$ cat config.mk
export PLATFORM = sky130hd
export DESIGN_NAME = stroke_point_conditioner
export DESIGN_NICKNAME = d
export VERILOG_FILES = /design/src/spc_pkg.sv /design/src/stroke_point_conditioner.sv /design/src/spc_mul.sv /design/src/spc_isqrt.sv
export SDC_FILE = /design/constraint.sdc
export NUM_CORES = 2
export LEC_CHECK = 0
export CORE_ASPECT_RATIO = 0.9
export CORE_MARGIN = 10
export CORE_UTILIZATION = 50
export CTS_CLUSTER_DIAMETER = 80
export DETAILED_ROUTE_END_ITERATION = 16
export DONT_BUFFER_PORTS = 1
export PLACE_DENSITY = 0.68
export SKIP_LAST_GASP = 1
export SYNTH_ARGS = -nofsm -noshare
export SYNTH_HDL_FRONTEND = slang
export SYNTH_SLANG_ARGS = --single-unit
$ cat constraint.sdc
create_clock -name i_clk -period 7.4 [get_ports i_clk]
set_clock_uncertainty 0.05 [all_clocks]
set_input_delay 2.22 -clock i_clk [delete_from_list [all_inputs] [get_ports i_clk]]
set_output_delay 2.22 -clock i_clk [all_outputs]
set_load 0.01 [all_outputs]
$ cat src/spc_pkg.sv
// shared types and constants of the stroke point conditioner
package spc_pkg;

    localparam int RAD_W     = 16;
    localparam int CFG_W     = 16;
    localparam int FRAC_BITS = 8;
    localparam int APB_W     = 32;
    localparam int PADDR_W   = 3;

    localparam logic [CFG_W-1:0] RATE_RESET = 16'd256;

    localparam logic REG_NOISE = 1'b0;
    localparam logic REG_RATE  = 1'b1;

    typedef enum logic [14:0] {
        S_IDLE = 15'b000000000000001,
        S_M0   = 15'b000000000000010,
        S_M1   = 15'b000000000000100,
        S_M2   = 15'b000000000001000,
        S_M3   = 15'b000000000010000,
        S_M4   = 15'b000000000100000,
        S_A0   = 15'b000000001000000,
        S_A1   = 15'b000000010000000,
        S_A2   = 15'b000000100000000,
        S_A3   = 15'b000001000000000,
        S_SQ   = 15'b000010000000000,
        S_SQW  = 15'b000100000000000,
        S_R0   = 15'b001000000000000,
        S_R1   = 15'b010000000000000,
        S_DONE = 15'b100000000000000
    } t_state;

endpackage

$ cat src/stroke_point_conditioner.sv
// stroke point conditioner top level: sequencer, held points and config registers
// One point at a time: the input is ready only while the block is idle. A point that starts
// a stroke goes from acceptance straight to S_DONE. An appended point passes S_A0 to S_A3,
// S_SQ, S_SQW, S_R0 and S_R1; in S_SQW the bit-serial square root yields one root bit per
// cycle until it has all LEN_W root bits, LEN_W being COORD_WIDTH + 1 capped at 32. When
// merging is enabled and two points are held, the merge test on the shared multiplier runs
// first in S_M0 to S_M4, and a merged point goes from S_M4 straight to S_DONE.
// The block is ready again from the cycle in which its result is offered. The result sits
// in an output register, so a stalled result does not block acceptance of the next point,
// only its completion.
module stroke_point_conditioner #(
    parameter int COORD_WIDTH = 24
) (
    input  logic                                     i_clk,
    input  logic                                     i_rst_n,
    // x_pos, y_pos, radius
    input  logic [((2*COORD_WIDTH+spc_pkg::RAD_W+7)/8)*8-1:0] i_s_axis_tdata,
    // new_stroke
    input  logic [0:0]                               i_s_axis_tuser,
    input  logic                                     i_s_axis_tvalid,
    output logic                                     o_s_axis_tready,
    // out_x, out_y, out_radius
    output logic [((2*COORD_WIDTH+spc_pkg::RAD_W+7)/8)*8-1:0] o_m_axis_tdata,
    // merged
    output logic [0:0]                               o_m_axis_tuser,
    output logic                                     o_m_axis_tvalid,
    input  logic                                     i_m_axis_tready,
    input  logic                                     psel,
    input  logic                                     penable,
    input  logic                                     pwrite,
    input  logic [spc_pkg::PADDR_W-1:0]              paddr,
    input  logic [spc_pkg::APB_W-1:0]                pwdata,
    output logic [spc_pkg::APB_W-1:0]                prdata,
    output logic                                     pready
);
    import spc_pkg::*;

    localparam int CW      = COORD_WIDTH;
    localparam int LEN_W   = (CW < 32) ? CW + 1 : 32;
    localparam int MUL_W   = (LEN_W > CFG_W) ? LEN_W : CFG_W;
    localparam int PROD_W  = 2 * MUL_W;
    localparam int SQ_W    = 2 * CW;
    localparam int SUM_W   = SQ_W + 1;
    localparam int DS_W    = (SUM_W > 64) ? 64 : SUM_W;
    localparam int CMP_W   = (DS_W > 2*CFG_W) ? DS_W : 2*CFG_W;
    localparam int LIM_W   = RAD_W + LEN_W - FRAC_BITS;
    localparam int DATA_W  = 2*CW + RAD_W;
    localparam int TDATA_W = ((DATA_W + 7) / 8) * 8;

    t_state r_state;
    t_state n_state;

    logic [CFG_W-1:0] r_thr;
    logic [CFG_W-1:0] r_rate;

    logic signed [CW-1:0] r_in_x, r_in_y, r_old_x, r_old_y, r_new_x, r_new_y;
    logic [RAD_W-1:0]     r_in_r, r_new_r, r_res_r;
    logic [1:0]           r_cnt;
    logic                 r_merged;
    logic [SUM_W-1:0]     r_acc;

    logic signed [CW-1:0] r_out_x, r_out_y;
    logic [RAD_W-1:0]     r_out_r;
    logic                 r_out_merged;
    logic                 r_out_valid;

    logic                 in_acc, cfg_wr, out_free;
    logic [1:0]           cnt_eff;
    logic signed [CW:0]   diff;
    logic [CW-1:0]        adiff;
    logic signed [CW-1:0] dsel_a, dsel_b;
    logic [MUL_W-1:0]     mul_a, mul_b;
    logic [PROD_W-1:0]    prod;
    logic                 sat;
    logic [DS_W-1:0]      dist_sq;
    logic                 near;
    logic [LIM_W-1:0]     lim;
    logic [LIM_W:0]       lim_sum;
    logic [RAD_W-1:0]     lim_r;
    logic [RAD_W-1:0]     rdiff;
    logic                 sq_start;
    logic                 sq_done;
    logic [LEN_W-1:0]     root;

    assign in_acc   = i_s_axis_tvalid && o_s_axis_tready;
    assign cfg_wr   = psel && penable && pwrite && pready;
    assign out_free = !r_out_valid || i_m_axis_tready;
    assign cnt_eff  = i_s_axis_tuser[0] ? 2'd0 : r_cnt;

    // config registers
    always_ff @(posedge i_clk) begin
        if (!i_rst_n) begin
            r_thr  <= '0;
            r_rate <= RATE_RESET;
        end else if (cfg_wr) begin
            if (paddr[2] == REG_RATE) begin
                r_rate <= pwdata[CFG_W-1:0];
            end else begin
                r_thr <= pwdata[CFG_W-1:0];
            end
        end
    end

    assign pready = 1'b1;
    assign prdata = (paddr[2] == REG_NOISE) ? APB_W'(r_thr) : APB_W'(r_rate);

    // distance operand selection
    always_comb begin
        dsel_a = r_in_x;
        dsel_b = r_new_x;
        case (r_state)
            S_M0: begin
                dsel_a = r_in_x;
                dsel_b = r_old_x;
            end
            S_M1: begin
                dsel_a = r_in_y;
                dsel_b = r_old_y;
            end
            S_A1: begin
                dsel_a = r_in_y;
                dsel_b = r_new_y;
            end
            default: begin
                dsel_a = r_in_x;
                dsel_b = r_new_x;
            end
        endcase
    end

    assign diff  = {dsel_a[CW-1], dsel_a} - {dsel_b[CW-1], dsel_b};
    assign adiff = diff[CW] ? CW'(-diff) : diff[CW-1:0];

    always_comb begin
        mul_a = '0;
        mul_b = '0;
        case (r_state)
            S_M0, S_M1, S_A0, S_A1: begin
                mul_a = MUL_W'(adiff);
                mul_b = MUL_W'(adiff);
            end
            S_M2: begin
                mul_a = MUL_W'(r_thr);
                mul_b = MUL_W'(r_thr);
            end
            S_SQW: begin
                mul_a = MUL_W'(r_rate);
                mul_b = MUL_W'(root);
            end
            default: begin
                mul_a = '0;
                mul_b = '0;
            end
        endcase
    end

    spc_mul #(.WIDTH(MUL_W)) u_mul (
        .i_clk (i_clk),
        .i_a   (mul_a),
        .i_b   (mul_b),
        .o_p   (prod)
    );

    assign sat     = (SUM_W > DS_W) && r_acc[SUM_W-1];
    assign dist_sq = sat ? '1 : r_acc[DS_W-1:0];
    assign near    = CMP_W'(dist_sq) < CMP_W'(prod[2*CFG_W-1:0]);

    assign sq_start = (r_state == S_SQ);

    spc_isqrt #(.ROOT_W(LEN_W)) u_isqrt (
        .i_clk   (i_clk),
        .i_rst_n (i_rst_n),
        .i_start (sq_start),
        .i_op    ((2*LEN_W)'(dist_sq)),
        .o_done  (sq_done),
        .o_root  (root)
    );

    // radius rate limit
    always_comb begin
        lim     = prod[RAD_W+LEN_W-1:FRAC_BITS];
        lim_sum = (LIM_W+1)'(r_new_r) + (LIM_W+1)'(lim);
        lim_r   = r_in_r;
        rdiff   = '0;
        if (r_in_r > r_new_r) begin
            rdiff = r_in_r - r_new_r;
            if (LIM_W'(rdiff) > lim) begin
                lim_r = (lim_sum > (LIM_W+1)'({RAD_W{1'b1}})) ? '1 : lim_sum[RAD_W-1:0];
            end
        end else begin
            rdiff = r_new_r - r_in_r;
            if (LIM_W'(rdiff) > lim) begin
                lim_r = (lim >= LIM_W'(r_new_r)) ? '0 : r_new_r - lim[RAD_W-1:0];
            end
        end
    end

    // sequencer
    always_comb begin
        n_state = r_state;
        case (r_state)
            S_IDLE: begin
                if (in_acc) begin
                    if (r_thr != '0 && cnt_eff == 2'd2) begin
                        n_state = S_M0;
                    end else if (cnt_eff != 2'd0) begin
                        n_state = S_A0;
                    end else begin
                        n_state = S_DONE;
                    end
                end
            end
            S_M0:  n_state = S_M1;
            S_M1:  n_state = S_M2;
            S_M2:  n_state = S_M3;
            S_M3:  n_state = S_M4;
            S_M4:  n_state = near ? S_DONE : S_A0;
            S_A0:  n_state = S_A1;
            S_A1:  n_state = S_A2;
            S_A2:  n_state = S_A3;
            S_A3:  n_state = S_SQ;
            S_SQ:  n_state = S_SQW;
            S_SQW: n_state = sq_done ? S_R0 : S_SQW;
            S_R0:  n_state = S_R1;
            S_R1:  n_state = S_DONE;
            S_DONE: begin
                if (out_free) begin
                    n_state = S_IDLE;
                end
            end
            default: n_state = S_IDLE;
        endcase
    end

    always_ff @(posedge i_clk) begin
        if (!i_rst_n) begin
            r_state     <= S_IDLE;
            r_cnt       <= 2'd0;
            r_out_valid <= 1'b0;
        end else begin
            r_state <= n_state;
            if (in_acc) begin
                r_cnt <= cnt_eff;
            end else if (r_state == S_DONE && out_free && !r_merged) begin
                r_cnt <= (r_cnt == 2'd2) ? 2'd2 : r_cnt + 2'd1;
            end
            if (r_state == S_DONE && out_free) begin
                r_out_valid <= 1'b1;
            end else if (i_m_axis_tready) begin
                r_out_valid <= 1'b0;
            end
        end
    end

    // datapath and held points
    always_ff @(posedge i_clk) begin
        case (r_state)
            S_IDLE: begin
                if (in_acc) begin
                    r_in_x   <= i_s_axis_tdata[CW-1:0];
                    r_in_y   <= i_s_axis_tdata[2*CW-1:CW];
                    r_in_r   <= i_s_axis_tdata[2*CW+RAD_W-1:2*CW];
                    r_res_r  <= i_s_axis_tdata[2*CW+RAD_W-1:2*CW];
                    r_merged <= 1'b0;
                end
            end
            S_M2, S_A2: r_acc <= SUM_W'(prod[SQ_W-1:0]);
            S_M3, S_A3: r_acc <= r_acc + SUM_W'(prod[SQ_W-1:0]);
            S_M4: begin
                if (near) begin
                    r_merged <= 1'b1;
                    r_res_r  <= (r_in_r > r_new_r) ? r_in_r : r_new_r;
                end
            end
            S_R1: r_res_r <= lim_r;
            S_DONE: begin
                if (out_free) begin
                    if (!r_merged) begin
                        r_old_x <= r_new_x;
                        r_old_y <= r_new_y;
                    end
                    r_new_x      <= r_in_x;
                    r_new_y      <= r_in_y;
                    r_new_r      <= r_res_r;
                    r_out_x      <= r_in_x;
                    r_out_y      <= r_in_y;
                    r_out_r      <= r_res_r;
                    r_out_merged <= r_merged;
                end
            end
            default: begin
            end
        endcase
    end

    assign o_s_axis_tready = (r_state == S_IDLE);
    assign o_m_axis_tvalid = r_out_valid;
    assign o_m_axis_tdata  = TDATA_W'({r_out_r, r_out_y, r_out_x});
    assign o_m_axis_tuser  = r_out_merged;
endmodule

$ cat src/spc_mul.sv
// shared unsigned multiplier with registered operands and product
module spc_mul #(
    parameter int WIDTH = 32
) (
    input  logic               i_clk,
    input  logic [WIDTH-1:0]   i_a,
    input  logic [WIDTH-1:0]   i_b,
    output logic [2*WIDTH-1:0] o_p
);
    logic [WIDTH-1:0]   r_a;
    logic [WIDTH-1:0]   r_b;
    logic [2*WIDTH-1:0] r_p;

    always_ff @(posedge i_clk) begin
        r_a <= i_a;
        r_b <= i_b;
        r_p <= r_a * r_b;
    end

    assign o_p = r_p;
endmodule

$ cat src/spc_isqrt.sv
// bit-serial floor integer square root, one root bit per cycle
module spc_isqrt #(
    parameter int ROOT_W = 25
) (
    input  logic                i_clk,
    input  logic                i_rst_n,
    input  logic                i_start,
    input  logic [2*ROOT_W-1:0] i_op,
    output logic                o_done,
    output logic [ROOT_W-1:0]   o_root
);
    localparam int CNT_W = $clog2(ROOT_W + 1);
    localparam int REM_W = ROOT_W + 3;

    logic [2*ROOT_W-1:0] r_op;
    logic [REM_W-1:0]    r_rem;
    logic [ROOT_W-1:0]   r_root;
    logic [CNT_W-1:0]    r_cnt;
    logic                r_busy;
    logic                r_done;

    logic [REM_W-1:0] rem_sh;
    logic [REM_W-1:0] trial;

    assign rem_sh = {r_rem[ROOT_W:0], r_op[2*ROOT_W-1 -: 2]};
    assign trial  = {1'b0, r_root, 2'b01};

    always_ff @(posedge i_clk) begin
        if (!i_rst_n) begin
            r_busy <= 1'b0;
            r_done <= 1'b0;
            r_cnt  <= '0;
        end else begin
            r_done <= r_busy && (r_cnt == CNT_W'(1));
            if (i_start) begin
                r_busy <= 1'b1;
                r_cnt  <= CNT_W'(ROOT_W);
            end else if (r_busy) begin
                r_cnt <= r_cnt - CNT_W'(1);
                if (r_cnt == CNT_W'(1)) begin
                    r_busy <= 1'b0;
                end
            end
        end
    end

    always_ff @(posedge i_clk) begin
        if (i_start) begin
            r_op   <= i_op;
            r_rem  <= '0;
            r_root <= '0;
        end else if (r_busy) begin
            r_op <= {r_op[2*ROOT_W-3:0], 2'b00};
            if (rem_sh >= trial) begin
                r_rem  <= rem_sh - trial;
                r_root <= {r_root[ROOT_W-2:0], 1'b1};
            end else begin
                r_rem  <= rem_sh;
                r_root <= {r_root[ROOT_W-2:0], 1'b0};
            end
        end
    end

    assign o_done = r_done;
    assign o_root = r_root;
endmodule

==> impl_metrics.csv <==
group,metric,value,unit
sta,fin_crit,7.20,ns
power_and_ir_drop,power.ir.vdd_worst,0.237,mV
critical_path,cp_top_family,"adder cells",
synth,post_synth_most_frequent_cells,"nand2_1 (749), inv_1 (742), fa_1 (509)",
drt,detailroute.via_count,37600,
synth,avgSynthCellArea,9.20,um^2
drt,route.detailed.drc,0,
power_and_ir_drop,power_frac_seq,44.3,%
finish,layout.area.seq,0.0130,mm^2
drt,ant_nets,0,
sta,timing.slew.headroom,19.1,%
drt,met1_length,58200,um
critical_path,critPathMaxStageDelay,0.55,ns
placement,gp_routability_congestion,0.939,
die,initial_core_util,50.5,%
status,outcome,"completed",
cts,ctsRootBufferMaster,"clkbuf_16",
cts,clk_pin_slew,0.06,ns
synth,post_synth_fa_ha_maj_area_fraction,31.5,%
synth,synth_xor_xnor_area_share,3.57,%
global_routing,grt_start_max_net_pins,97,
global_routing,grt_first_pass_wirelength,209000,um
critical_path,critical_path_arrival,7.68,ns
power_and_ir_drop,p_int,5080,uW
sta,transition_at_the_pin_with_the_smallest_max_transition_slack,1.21,ns
sta,final.setup.worst_slack,0.201,ns
drt,routed_wire_length_per_instance,19.7,um
sta,final_max_slew_viol_count,0,
synth,edff_count_synth,292,
drt,drt_first_pass_iters,5,
global_routing,gr-usage-all-layers,23.7,%
finish,fillerInstances,8534,
cts,cts_max_level,2,
die,ios,207,
min_path,hold-path-endpoint,"r_out_r[13]$_DFFE_PP_",
global_routing,grt.overflow.total,0,
power_and_ir_drop,power_leakage,0.0244,uW
power_and_ir_drop,combinationalPowerShare,16.6,%
synth,ys.warnings.count,0,
min_path,hp-class,"flop to flop",
critical_path,worstPathRequired,7.88,ns
die,dieWidth,349,um
placement,detailed_place_hpwl,104000,um
global_routing,first_global_vias,37700,
finish,final_layout_size_suffix_gt1_share,9.54,%
drt,drt_wl_total,132000,um
synth,synth_top_area_share,20.9,%
synth,dominantRegCellSynth,"edfxtp_1",
die,design.core.area,0.0966,mm^2
cts,insertion_delay,0.65,ns
power_and_ir_drop,switching_power,2010,uW
synth,yosys.cell_types.count,106,
finish,multiInputGateArea,0.0326,mm^2
critical_path,cp-start-kind,"flop",
critical_path,worstPathMaxFanout,10,
critical_path,timing.rr.start,"u_mul.r_b[16]$_DFF_P_",
drt,top_metal_layer_carrying_routed_signals,"met5",
critical_path,depth_of_the_worst_register_to_register_path,27,
sta,layout_worst_path_cycle_share,97.3,%
synth,compound_gate_portion_of_the_synthesized_area,12.5,%
synth,syn_area,0.0488,mm^2
cts,cts-hold-fix-buffers,0,
synth,synth_top_family_by_area,"adder cells",
critical_path,critPathCaptureType,"flop",
critical_path,crit_top_cell,"fa_1",
synth,synth.ff_latch_count,498,
sta,worst_hold_slack,0.368,ns
die,die_y,316,um
cts,clock_sinks,498,
sta,setup_total_negative_slack,0,ns
critical_path,crit_type,"flop to flop",
power_and_ir_drop,p_clk_share,39.2,%
drt,detailedRoute.firstIterationViolations,2791,
power_and_ir_drop,power_per_cell_area,131,mW/mm^2
critical_path,cp_slowest_cell,"fa_1",
finish,final_cell_count_no_fill,6679,
global_routing,grt_antenna_before_repair,8,
die,rows,108,
power_and_ir_drop,switching_part_of_the_total_power,28.4,%
synth,sequential_cell_area_fraction_in_the_yosys_report,26.4,%
synth,synth_top_cell_by_area,"fa_1",
synth,async_flop_share,0,%
placement,placement.setup.worst_slack,-0.195,ns
placement,placement.io_buffers,0,
drt,met3WireLength,9130,um
sta,max_clock_freq,0.139,GHz
die,total_die_area,0.111,mm^2
synth,synth.top_cells.by_area,"fa_1 (21%), edfxtp_1 (18%), ha_1 (11%)",
min_path,worst_hold_startpoint,"r_res_r[13]$_DFFE_PP_",
synth,yosys-mux-area-fraction,1.87,%
cts,tritoncts.num_buffers,52,
critical_path,worstReg2RegEnd,"u_mul.o_p[46]$_DFF_P_",
synth,synthesis.instances,5305,
synth,synth.most_common_cell,"nand2_1",
min_path,worst_hold_path.num_cells,0,
sta,finalHoldViolCount,0,
drt,route.met2.wl,60700,um
critical_path,rrSetupSlack,0.20,ns
sta,setup_viol_count_final,0,
finish,num-nets-final,6396,
cts,cts-root-to-sink-buffers,3,
cts,tritoncts,"built",
critical_path,worstPathBufferInverterCount,9,
finish,syn2layout_area_growth,10.6,%
job,total_of_max_cap_violations,0,
synth,yosys.area_share.simple,16.3,%
placement,place_inst,6560,
drt,via_cell_ratio,5.62,
-- cell usage in the layout (no fill, tap or decap), types with 17 or more instances in the layout --
master,n
buf_12,31
a21oi_1,225
buf_4,199
o21a_1,31
nor2b_1,34
xnor2_1,138
o21bai_1,35
a21o_1,109
a21boi_0,44
nand2b_1,40
nand4_1,26
dfxtp_2,17
o21ai_0,210
nor3_1,48
a22oi_1,21
nand2_1,746
a211oi_1,20
nor2_1,270
mux2i_1,46
edfxtp_1,292
fa_1,495
or3_1,17
and3_1,22
xor2_1,61
ha_1,399
conb_1,17
clkbuf_16,55
inv_1,731
and2_1,324
dfxtp_1,178
mux2_2,40
nor4_1,29
nand3_1,47
a31oi_1,32
o21ai_1,33
-- registers in the layout (all words and copies together) (netlist names), 25 cells and up --
register and count:
dist_sq 49, u_isqrt.r_op 50, u_isqrt.o_root 25, u_mul.r_b 25, u_isqrt.r_rem 26, u_mul.o_p 48
-- final cells by class --
class / count / area share (%)
Antenna cell: 4 / 0.0185
Clock buffer: 66 / 2.57
Clock inverter: 32 / 0.786
Inverter: 742 / 5.16
Multi-Input combinational cell: 3830 / 60.3
Sequential cell: 498 / 24.0
Tap cell: 1265 / 2.93
Timing Repair Buffer: 242 / 4.22
-- what timing repair did --
action                                  CTS  global route
gates resized for setup                  15           111
pin swaps                                 5            82
setup buffers                             0            15
cloned                                    0             2
endpoints found under the setup margin    6            14
-- power by group through the flow --
stage	Clock (uW)	Combinational (uW)	Sequential, uW
after floorplan	0	861	3180
after global placement	0	1130	3200
after detailed placement	0	1150	3200
after CTS	2820	1160	3140
after global routing	2920	1290	3150
final	2780	1170	3140
-- stage by stage --
step           util, %  instance area [um^2]  total power, uW
3_5_place_dp      53.3                 51500             4350
5_1_grt           55.9                 54000             7360
6_report          55.9                 54000             7090
4_1_cts           55.2                 53400             7120
2_1_floorplan        -                 48900             4040
3_3_place_gp      53.3                 51500             4330
-- how the worst max path moves through the flow --
stage                     slack [ns]  depth (start not counted)                     to                  start
after floorplan                 0.40                         28  u_mul.o_p[47]$_DFF_P_  u_mul.r_a[17]$_DFF_P_
after global placement         -0.12                         25  u_mul.o_p[47]$_DFF_P_   u_mul.r_b[6]$_DFF_P_
after detailed placement       -0.19                         25  u_mul.o_p[47]$_DFF_P_   u_mul.r_a[6]$_DFF_P_
after CTS                       0.01                         28  u_mul.o_p[47]$_DFF_P_  u_mul.r_b[12]$_DFF_P_
after global routing           -0.05                         28  u_mul.o_p[46]$_DFF_P_  u_mul.r_b[19]$_DFF_P_
final                           0.20                         27  u_mul.o_p[46]$_DFF_P_  u_mul.r_b[16]$_DFF_P_
-- worst register-to-register path, delay by kind of cell, from the launching register on --
kind / cells / cell delay, ns
adders and majority gates: 8 / 3.90
AOI/OAI and AO/OA: 7 / 1.28
buffers and inverters: 9 / 1.06
DFF: 1 / 0.37
and+or+nand+nor: 2 / 0.33
xor gates and xnor gates: 1 / 0.12
-- cells by family after synthesis --
kind of cell / after synthesis
AND/OR/NAND/NOR: 1678
buffers and inverters: 992
AO/OA/AOI/OAI: 927
adder cells (fa/ha/maj): 923
flip-flops: 498
XOR/XNOR: 199
multiplexers: 86
other: 2
-- layer usage --
layer	up-vias	track usage, %
li1	17500	-
met1	18600	32.5
met2	1201	38.4
met3	244	4.10
met4	4	6.65
met5	-	0
Power figures use the tool's default switching activity.
